**src/rtl/seven_segment_595_scanner_assert.svh**
```systemverilog
// Assertion helpers for the display scanner.
// Each macro expects clk_i and rst_ni in scope.
`ifndef SEVEN_SEGMENT_595_SCANNER_ASSERT_SVH
`define SEVEN_SEGMENT_595_SCANNER_ASSERT_SVH

// Same-cycle implication.
`define SSS_ASSERT_IMPLY(label, ante, cons, msg) \
  label: assert property (@(posedge clk_i) disable iff (!rst_ni) (ante) |-> (cons)) \
    else $error(msg);

// Next-cycle implication.
`define SSS_ASSERT_NEXT(label, ante, cons, msg) \
  label: assert property (@(posedge clk_i) disable iff (!rst_ni) (ante) |=> (cons)) \
    else $error(msg);

`endif

```
**src/rtl/sss_pkg.sv**
```systemverilog
package sss_pkg;

  localparam int VALUE_W         = 14;
  localparam int POS_W           = 3;
  localparam int BIT_NUM_W       = 4;
  localparam int DIGIT_COUNT_DEF = 4;
  localparam int QUEUE_DEPTH     = 2;

  localparam logic [VALUE_W-1:0]   VALUE_MAX = 14'd9999;
  localparam logic [BIT_NUM_W-1:0] LAST_BIT  = 4'd15;

  // One frame as it goes out on the wire: select byte first, MSB first.
  typedef struct packed {
    logic [7:0] sel;
    logic [7:0] seg;
  } frame_t;

  // Active-low segment pattern for a decimal digit.
  function automatic logic [7:0] seg_code(input logic [3:0] digit);
    logic [7:0] code;
    case (digit)
      4'd0:    code = 8'hc0;
      4'd1:    code = 8'hf9;
      4'd2:    code = 8'ha4;
      4'd3:    code = 8'hb0;
      4'd4:    code = 8'h99;
      4'd5:    code = 8'h92;
      4'd6:    code = 8'h82;
      4'd7:    code = 8'hf8;
      4'd8:    code = 8'h80;
      default: code = 8'h90;
    endcase
    return code;
  endfunction

endpackage

```
**src/rtl/sss_front.sv**
```systemverilog
module sss_front #(
  parameter int DIGIT_COUNT = sss_pkg::DIGIT_COUNT_DEF
) (
  input  logic                         clk_i,
  input  logic                         rst_ni,
  input  logic                         in_valid_i,
  output logic                         in_ready_o,
  input  logic [sss_pkg::VALUE_W-1:0]  in_value_i,
  output logic                         push_valid_o,
  input  logic                         push_ready_i,
  output sss_pkg::frame_t              push_data_o
);
  import sss_pkg::*;

  logic [POS_W-1:0]    pos_q, pos_d;
  logic [POS_W:0]      pos_inc;
  logic [VALUE_W-1:0]  sat_value;
  logic [13:0]         recip;
  logic [4:0]          shift_amt;
  logic                blank;
  logic [27:0]         prod;
  logic [VALUE_W-1:0]  quot;

  logic                s1_valid_q;
  logic [VALUE_W-1:0]  s1_quot_q;
  logic [POS_W-1:0]    s1_pos_q;

  logic [30:0]         tens_prod;
  logic [VALUE_W-1:0]  tens;
  logic [VALUE_W-1:0]  rem;
  logic                accept;

  assign accept     = in_valid_i && in_ready_o;
  assign in_ready_o = !s1_valid_q || push_ready_i;

  assign pos_inc = {1'b0, pos_q} + {{POS_W{1'b0}}, 1'b1};
  assign pos_d   = (pos_inc >= (POS_W+1)'(DIGIT_COUNT)) ? '0 : pos_inc[POS_W-1:0];

  assign sat_value = (in_value_i > VALUE_MAX) ? VALUE_MAX : in_value_i;

  // Divide by 1000, 100, 10 or 1 through a scaled reciprocal; positions past the fourth give zero.
  always_comb begin
    recip     = 14'd0;
    shift_amt = 5'd0;
    blank     = 1'b0;
    case (pos_q)
      3'd0: begin
        recip     = 14'd8389;
        shift_amt = 5'd23;
      end
      3'd1: begin
        recip     = 14'd10486;
        shift_amt = 5'd20;
      end
      3'd2: begin
        recip     = 14'd6554;
        shift_amt = 5'd16;
      end
      3'd3: begin
        recip     = 14'd1;
        shift_amt = 5'd0;
      end
      default: blank = 1'b1;
    endcase
  end

  assign prod = 28'(sat_value) * 28'(recip);
  assign quot = blank ? '0 : VALUE_W'(prod >> shift_amt);

  always_ff @(posedge clk_i or negedge rst_ni) begin
    if (!rst_ni) begin
      pos_q      <= '0;
      s1_valid_q <= 1'b0;
    end else begin
      if (accept) begin
        pos_q      <= pos_d;
        s1_valid_q <= 1'b1;
      end else if (push_ready_i) begin
        s1_valid_q <= 1'b0;
      end
    end
  end

  always_ff @(posedge clk_i) begin
    if (accept) begin
      s1_quot_q <= quot;
      s1_pos_q  <= pos_q;
    end
  end

  // Keep the last decimal digit of the quotient.
  assign tens_prod = 31'(s1_quot_q) * 31'd6554;
  assign tens      = VALUE_W'(tens_prod >> 16);
  assign rem       = s1_quot_q - VALUE_W'({tens, 3'b000}) - VALUE_W'({tens, 1'b0});

  assign push_valid_o    = s1_valid_q;
  assign push_data_o.sel = 8'(8'd1 << s1_pos_q);
  assign push_data_o.seg = seg_code(rem[3:0]);

endmodule

```
**src/rtl/sss_queue.sv**
```systemverilog
module sss_queue #(
  parameter int DEPTH = sss_pkg::QUEUE_DEPTH
) (
  input  logic            clk_i,
  input  logic            rst_ni,
  input  logic            push_valid_i,
  output logic            push_ready_o,
  input  sss_pkg::frame_t push_data_i,
  output logic            pop_valid_o,
  input  logic            pop_ready_i,
  output sss_pkg::frame_t pop_data_o
);
  import sss_pkg::*;

  localparam int PTR_W = (DEPTH > 1) ? $clog2(DEPTH) : 1;
  localparam int CNT_W = $clog2(DEPTH + 1);

  frame_t             mem_q [DEPTH];
  logic [PTR_W-1:0]   wr_ptr_q, rd_ptr_q;
  logic [CNT_W-1:0]   count_q;
  logic               push, pop;

  assign push_ready_o = (count_q != CNT_W'(DEPTH));
  assign pop_valid_o  = (count_q != '0);
  assign push         = push_valid_i && push_ready_o;
  assign pop          = pop_valid_o && pop_ready_i;
  assign pop_data_o   = mem_q[rd_ptr_q];

  always_ff @(posedge clk_i or negedge rst_ni) begin
    if (!rst_ni) begin
      wr_ptr_q <= '0;
      rd_ptr_q <= '0;
      count_q  <= '0;
    end else begin
      if (push) begin
        wr_ptr_q <= (wr_ptr_q == PTR_W'(DEPTH-1)) ? '0 : wr_ptr_q + 1'b1;
      end
      if (pop) begin
        rd_ptr_q <= (rd_ptr_q == PTR_W'(DEPTH-1)) ? '0 : rd_ptr_q + 1'b1;
      end
      if (push && !pop) begin
        count_q <= count_q + 1'b1;
      end else if (pop && !push) begin
        count_q <= count_q - 1'b1;
      end
    end
  end

  always_ff @(posedge clk_i) begin
    if (push) begin
      mem_q[wr_ptr_q] <= push_data_i;
    end
  end

endmodule

```
**src/rtl/sss_back.sv**
```systemverilog
module sss_back (
  input  logic                          clk_i,
  input  logic                          rst_ni,
  input  logic                          pop_valid_i,
  output logic                          pop_ready_o,
  input  sss_pkg::frame_t               pop_data_i,
  output logic                          out_valid_o,
  input  logic                          out_ready_i,
  output logic                          out_bit_o,
  output logic [sss_pkg::BIT_NUM_W-1:0] out_bit_num_o,
  output logic                          out_last_o
);
  import sss_pkg::*;

  logic                 valid_q;
  logic [15:0]          shift_q;
  logic [BIT_NUM_W-1:0] cnt_q;
  logic                 last;
  logic                 load;

  assign last        = (cnt_q == LAST_BIT);
  assign pop_ready_o = !valid_q || (out_ready_i && last);
  assign load        = pop_valid_i && pop_ready_o;

  always_ff @(posedge clk_i or negedge rst_ni) begin
    if (!rst_ni) begin
      valid_q <= 1'b0;
      cnt_q   <= '0;
    end else begin
      if (load) begin
        valid_q <= 1'b1;
        cnt_q   <= '0;
      end else if (valid_q && out_ready_i) begin
        if (last) begin
          valid_q <= 1'b0;
        end else begin
          cnt_q <= cnt_q + 1'b1;
        end
      end
    end
  end

  // Load a new frame, or advance one bit per taken beat.
  always_ff @(posedge clk_i) begin
    if (load) begin
      shift_q <= pop_data_i;
    end else if (valid_q && out_ready_i) begin
      shift_q <= {shift_q[14:0], 1'b0};
    end
  end

  assign out_valid_o   = valid_q;
  assign out_bit_o     = shift_q[15];
  assign out_bit_num_o = cnt_q;
  assign out_last_o    = last;

endmodule

```
**src/rtl/seven_segment_595_scanner.sv**
```systemverilog
// Seven-segment scanner for a display behind two cascaded 74HC595 shift registers.
// Slave stream: one beat per refresh tick; tdata[13:0] is the value to show
// (values above 9999 show as 9999). Each tick shows one digit position, thousands
// first, and the position advances and wraps at DIGIT_COUNT; positions past the
// fourth show zero. Reset returns the position to the thousands digit.
// Master stream: 16 beats per tick, one serial data bit each, select byte then
// segment byte, MSB first. tdata[0] is the data line level, tdata[4:1] the bit
// number in the frame; tlast marks the last bit, after which the latch is pulsed.
// The first bit of a frame passes through the front decode register, the queue
// entry, then the output shift register before it leaves.
// The output shifter sends one bit per beat; a frame already queued follows the
// last bit of the one before with no gap cycle. A two-entry queue
// sits between the digit decode and the shifter, so ticks are taken while a
// frame is still shifting; when the receiver stalls, the shifter holds its bit,
// the queue fills and then tready falls until the shifter takes the next frame.
`include "seven_segment_595_scanner_assert.svh"

module seven_segment_595_scanner #(
  parameter int DIGIT_COUNT = sss_pkg::DIGIT_COUNT_DEF
) (
  input  logic        clk_i,
  input  logic        rst_ni,
  input  logic        s_axis_tvalid_i,
  output logic        s_axis_tready_o,
  input  logic [15:0] s_axis_tdata_i,   // [13:0] value, [15:14] zero
  output logic        m_axis_tvalid_o,
  input  logic        m_axis_tready_i,
  output logic [7:0]  m_axis_tdata_o,   // [0] serial_bit, [4:1] bit_number, [7:5] zero
  output logic        m_axis_tlast_o    // latch_now
);
  import sss_pkg::*;

  logic                 push_valid, push_ready;
  frame_t               push_data;
  logic                 pop_valid, pop_ready;
  frame_t               pop_data;
  logic                 out_bit;
  logic [BIT_NUM_W-1:0] out_bit_num;

  sss_front #(
    .DIGIT_COUNT(DIGIT_COUNT)
  ) u_front (
    .clk_i       (clk_i),
    .rst_ni      (rst_ni),
    .in_valid_i  (s_axis_tvalid_i),
    .in_ready_o  (s_axis_tready_o),
    .in_value_i  (s_axis_tdata_i[VALUE_W-1:0]),
    .push_valid_o(push_valid),
    .push_ready_i(push_ready),
    .push_data_o (push_data)
  );

  sss_queue #(
    .DEPTH(QUEUE_DEPTH)
  ) u_queue (
    .clk_i       (clk_i),
    .rst_ni      (rst_ni),
    .push_valid_i(push_valid),
    .push_ready_o(push_ready),
    .push_data_i (push_data),
    .pop_valid_o (pop_valid),
    .pop_ready_i (pop_ready),
    .pop_data_o  (pop_data)
  );

  sss_back u_back (
    .clk_i        (clk_i),
    .rst_ni       (rst_ni),
    .pop_valid_i  (pop_valid),
    .pop_ready_o  (pop_ready),
    .pop_data_i   (pop_data),
    .out_valid_o  (m_axis_tvalid_o),
    .out_ready_i  (m_axis_tready_i),
    .out_bit_o    (out_bit),
    .out_bit_num_o(out_bit_num),
    .out_last_o   (m_axis_tlast_o)
  );

  assign m_axis_tdata_o = {3'b000, out_bit_num, out_bit};

  `SSS_ASSERT_NEXT(a_frame_continues, m_axis_tvalid_o && m_axis_tready_i && !m_axis_tlast_o, m_axis_tvalid_o && (out_bit_num == 4'($past(out_bit_num) + 4'd1)), "frame broke off before its last bit")
  `SSS_ASSERT_NEXT(a_front_holds, push_valid && !push_ready, push_valid, "decoded frame dropped while queue full")
  `SSS_ASSERT_IMPLY(a_stall_cause, !s_axis_tready_o, push_valid && !push_ready, "input stalled without a full queue")

endmodule

```
**config.mk**
```make
export PLATFORM = sky130hd
export DESIGN_NAME = seven_segment_595_scanner
export DESIGN_NICKNAME = d
export VERILOG_FILES = /design/src/rtl/sss_pkg.sv /design/src/rtl/sss_front.sv /design/src/rtl/sss_queue.sv /design/src/rtl/sss_back.sv /design/src/rtl/seven_segment_595_scanner.sv
export VERILOG_INCLUDE_DIRS = /design/src /design/src/rtl
export SDC_FILE = /design/constraint.sdc
export NUM_CORES = 1
export LEC_CHECK = 0
export BUFFER_PORTS_ARGS = -buffer_cell sky130_fd_sc_hd__clkbuf_2
export CORE_MARGIN = 1
export CORE_UTILIZATION = 30
export DETAILED_ROUTE_END_ITERATION = 12
export GPL_TIMING_DRIVEN = 1
export SYNTH_ARGS = -nofsm -noshare
export SYNTH_HDL_FRONTEND = slang
export SYNTH_HIERARCHICAL = 1
export SYNTH_SLANG_ARGS = --single-unit
```
**constraint.sdc**
```tcl
create_clock -name clk_i -period 15.95 [get_ports clk_i]
set_clock_uncertainty 0.1 [all_clocks]
set_input_delay 1.595 -clock clk_i [delete_from_list [all_inputs] [get_ports clk_i]]
set_output_delay 1.595 -clock clk_i [all_outputs]
set_load 0.02 [all_outputs]
```
==> flow_summary.yaml <==
synthesis:
  synth.area.mux_share: 0.0405
  synth.distinct_cells: 79
  synth_area_leaders: "fa_1 (25%), ha_1 (20%), edfxtp_1 (17%), inv_1 (7.7%), dfrtp_1 (2.8%)"
  synth_seq_cells: 78
  synth_top_area_frac: 0.251
  synth_top_family_by_area: "adder cells"
  yosysMostFrequentCell: "inv_1"
  ys_seq_area_frac: 0.197
  synthXorXnorAreaFrac: 0.0362
  synthAdderAreaFrac: 0.449
  synthCells: 1133
  synth-simple-area-share: 0.0891
  synth-compound-area-share: 0.0938
  synthArstFlopShare: 0.167
  synth_edf_count: 65
  synth_commonest_cells: "inv_1 (237), ha_1 (184), fa_1 (145)"
  avgSynthCellArea_um2: 10.2
  ys_warn_count: 6
  synth_area_leader_cell: "fa_1"
  synth_area_um2: 11600
  synth_flop_cell: "edfxtp_1"
min_path:
  hp-class: "reg2reg"
cts:
  cts_tree: "built"
  clk_path_buf_depth: 2
  htreeDepth: 3
  cts_hold_buf: 0
  insertion_delay_ns: 0.33
  clkTransAtPathRegs_ns: 0.06
  post_cts_resized: 0
  clock_sink_count: 78
  root_buffer: "clkbuf_16"
  cts_made_buffers: 9
  post-cts-setup-buffers: 0
place:
  port_buffers: 25
  pre_cts_slack_ns: 6.53
  dpl.hpwl_mm: 20.6
  gp_congestion: 0.899
setup_path:
  worst_path_most_repeated_cell: "inv_1"
  critPathLaunchType: "input port"
  crit_buf_inv: 7
  crit_slowest_cell: "o31ai_2"
  cp.required_ns: 15.92
  path_delay_family: "adder cells"
  crit_type: "in2reg"
  worst_setup_path_end_kind: "flop"
  path_max_fanout: 15
  worstPathArrival_ns: 9.11
  slowest_delay_ns: 0.82
sta:
  setup_ws_ns: 6.81
  fmax_mhz: 109
  rsz0062_at_grt: "no"
  tns_ns: 0
  fin_crit_sh: 0.573
  finalMaxSlewViolations: 0
  tightest_slew_ns: 1.01
  hold_violations: 0
  slew-limit-headroom: 0.322
  fin_hold_ws_ns: 0.385
  setup_viol: 0
  post-route-min-period_ns: 9.14
job:
  max-cap-violations: 0
detailed_routing:
  drt_iter0_markers: 365
  wl_per_cell_um: 14.6
  final_antenna_net_count: 0
  vias: 7679
  remaining_drc_errors: 0
  drt_wl_total_mm: 24.3
  avgViaCountPerCell: 4.61
  detail_route.first_pass.iterations: 5
die:
  fp.coreArea_um2: 37800
  dieHeight_um: 198
  floorplan.initialDensity: 0.306
  fp.dieW_um: 198
  die-area_um2: 39400
  num_io_pins: 31
  rows: 71
layout:
  antenna_cells: 0
  synthToLayoutAreaGrowth_pct: 8.20
  fin_util: 0.331
  drive_above_1_share: 0.0928
  layout.nets: 1497
global_route:
  grt_pass1_wl_mm: 40.6
  grt_max_degree: 20
  grt-ovfl-total: 0
  grt_util_all_layers: 0.130
  antenna_found_initial: 0
  first_global_vias: 8140
status:
  status: "complete, no violations"
[layout by cell type (no fill, tap or decap), types with 5 or more instances in the layout]
cell type / Yosys / final
inv_1: 237 / 237
ha_1: 184 / 184
fa_1: 145 / 145
nor2_1: 86 / 86
edfxtp_1: 65 / 65
nand2_1: 63 / 63
a21oi_1: 38 / 38
xnor2_1: 32 / 32
clkbuf_2: 1 / 25
o21ai_0: 24 / 23
nand3_1: 19 / 19
mux2_4: 18 / 18
mux2_2: 15 / 15
xor2_1: 14 / 14
dfrtp_1: 13 / 13
clkbuf_16: 0 / 10
o22ai_1: 9 / 9
nand2b_1: 9 / 9
a21o_1: 9 / 9
and2_1: 7 / 7
o21a_1: 7 / 7
nor3_1: 6 / 6
buf_4: 5 / 6
o21ai_1: 4 / 5
nor2b_1: 5 / 5
o21bai_1: 5 / 5
o21ai_2: 5 / 5
[state kept, by name, indices dropped and copies added (netlist names)]
| register | cells |
|---|---|
| u_queue/mem_q | 32 |
| u_front/pos_q | 3 |
| u_queue/wr_ptr_q | 1 |
| u_queue/rd_ptr_q | 1 |
| u_front/s1_pos_q | 3 |
| u_back/out_bit_num_o | 4 |
| u_back/shift_q | 16 |
| u_back/out_valid_o | 1 |
| u_front/push_valid_o | 1 |
| u_queue/count_q | 2 |
| u_front/s1_quot_q | 14 |
[routing by layer]
metal / track usage / wire length, um
met5: 0 / 0
met4: 0.0393 / 457
met3: 0.0231 / 1080
met2: 0.216 / 11400
met1: 0.172 / 11300
[through the flow]
step	area, um2	instances
floorplan	11600	1135
global placement	12200	1648
detailed placement	12200	1648
CTS	12500	1664
global route	12500	1664
finish	12500	1664
[worst paths after layout]
path,start,to,slack (ns),depth (start not counted)
setup / recovery,s_axis_tdata_i[7],u_front/s1_quot_q[6],6.81,28
hold / removal,u_queue/count_q[1],u_queue/count_q[1],0.38,1
setup reg to reg,u_front/pos_q[0],u_front/s1_quot_q[6],8.00,25
hold reg to reg,u_queue/count_q[1],u_queue/count_q[1],0.38,1
max in group asynchronous,rst_ni,u_front/pos_q[1],14.40,1
min in group asynchronous,rst_ni,u_queue/wr_ptr_q,1.07,1
[cell type report]
class,instances,area (um2)
multi-input combinational,791,8230
tap,511,639
inverter,237,890
clock buffer,13,282
fill,3859,25300
timing repair buffer,31,170
sequential,78,2280
clock inverter,3,47.5
[kinds of logic (layout without fill, tap and decap cells)]
family	count (synthesis)	in the layout
compound gates	151	151
buf+inv	266	284
flops	78	78
simple gates	224	224
xor+xnor	47	47
fa+ha+maj	329	329
mux	36	36
other cells	2	4
Power is not shown: default switching activity piles up to over one toggle a cycle in this logic, so the estimate is an artifact.
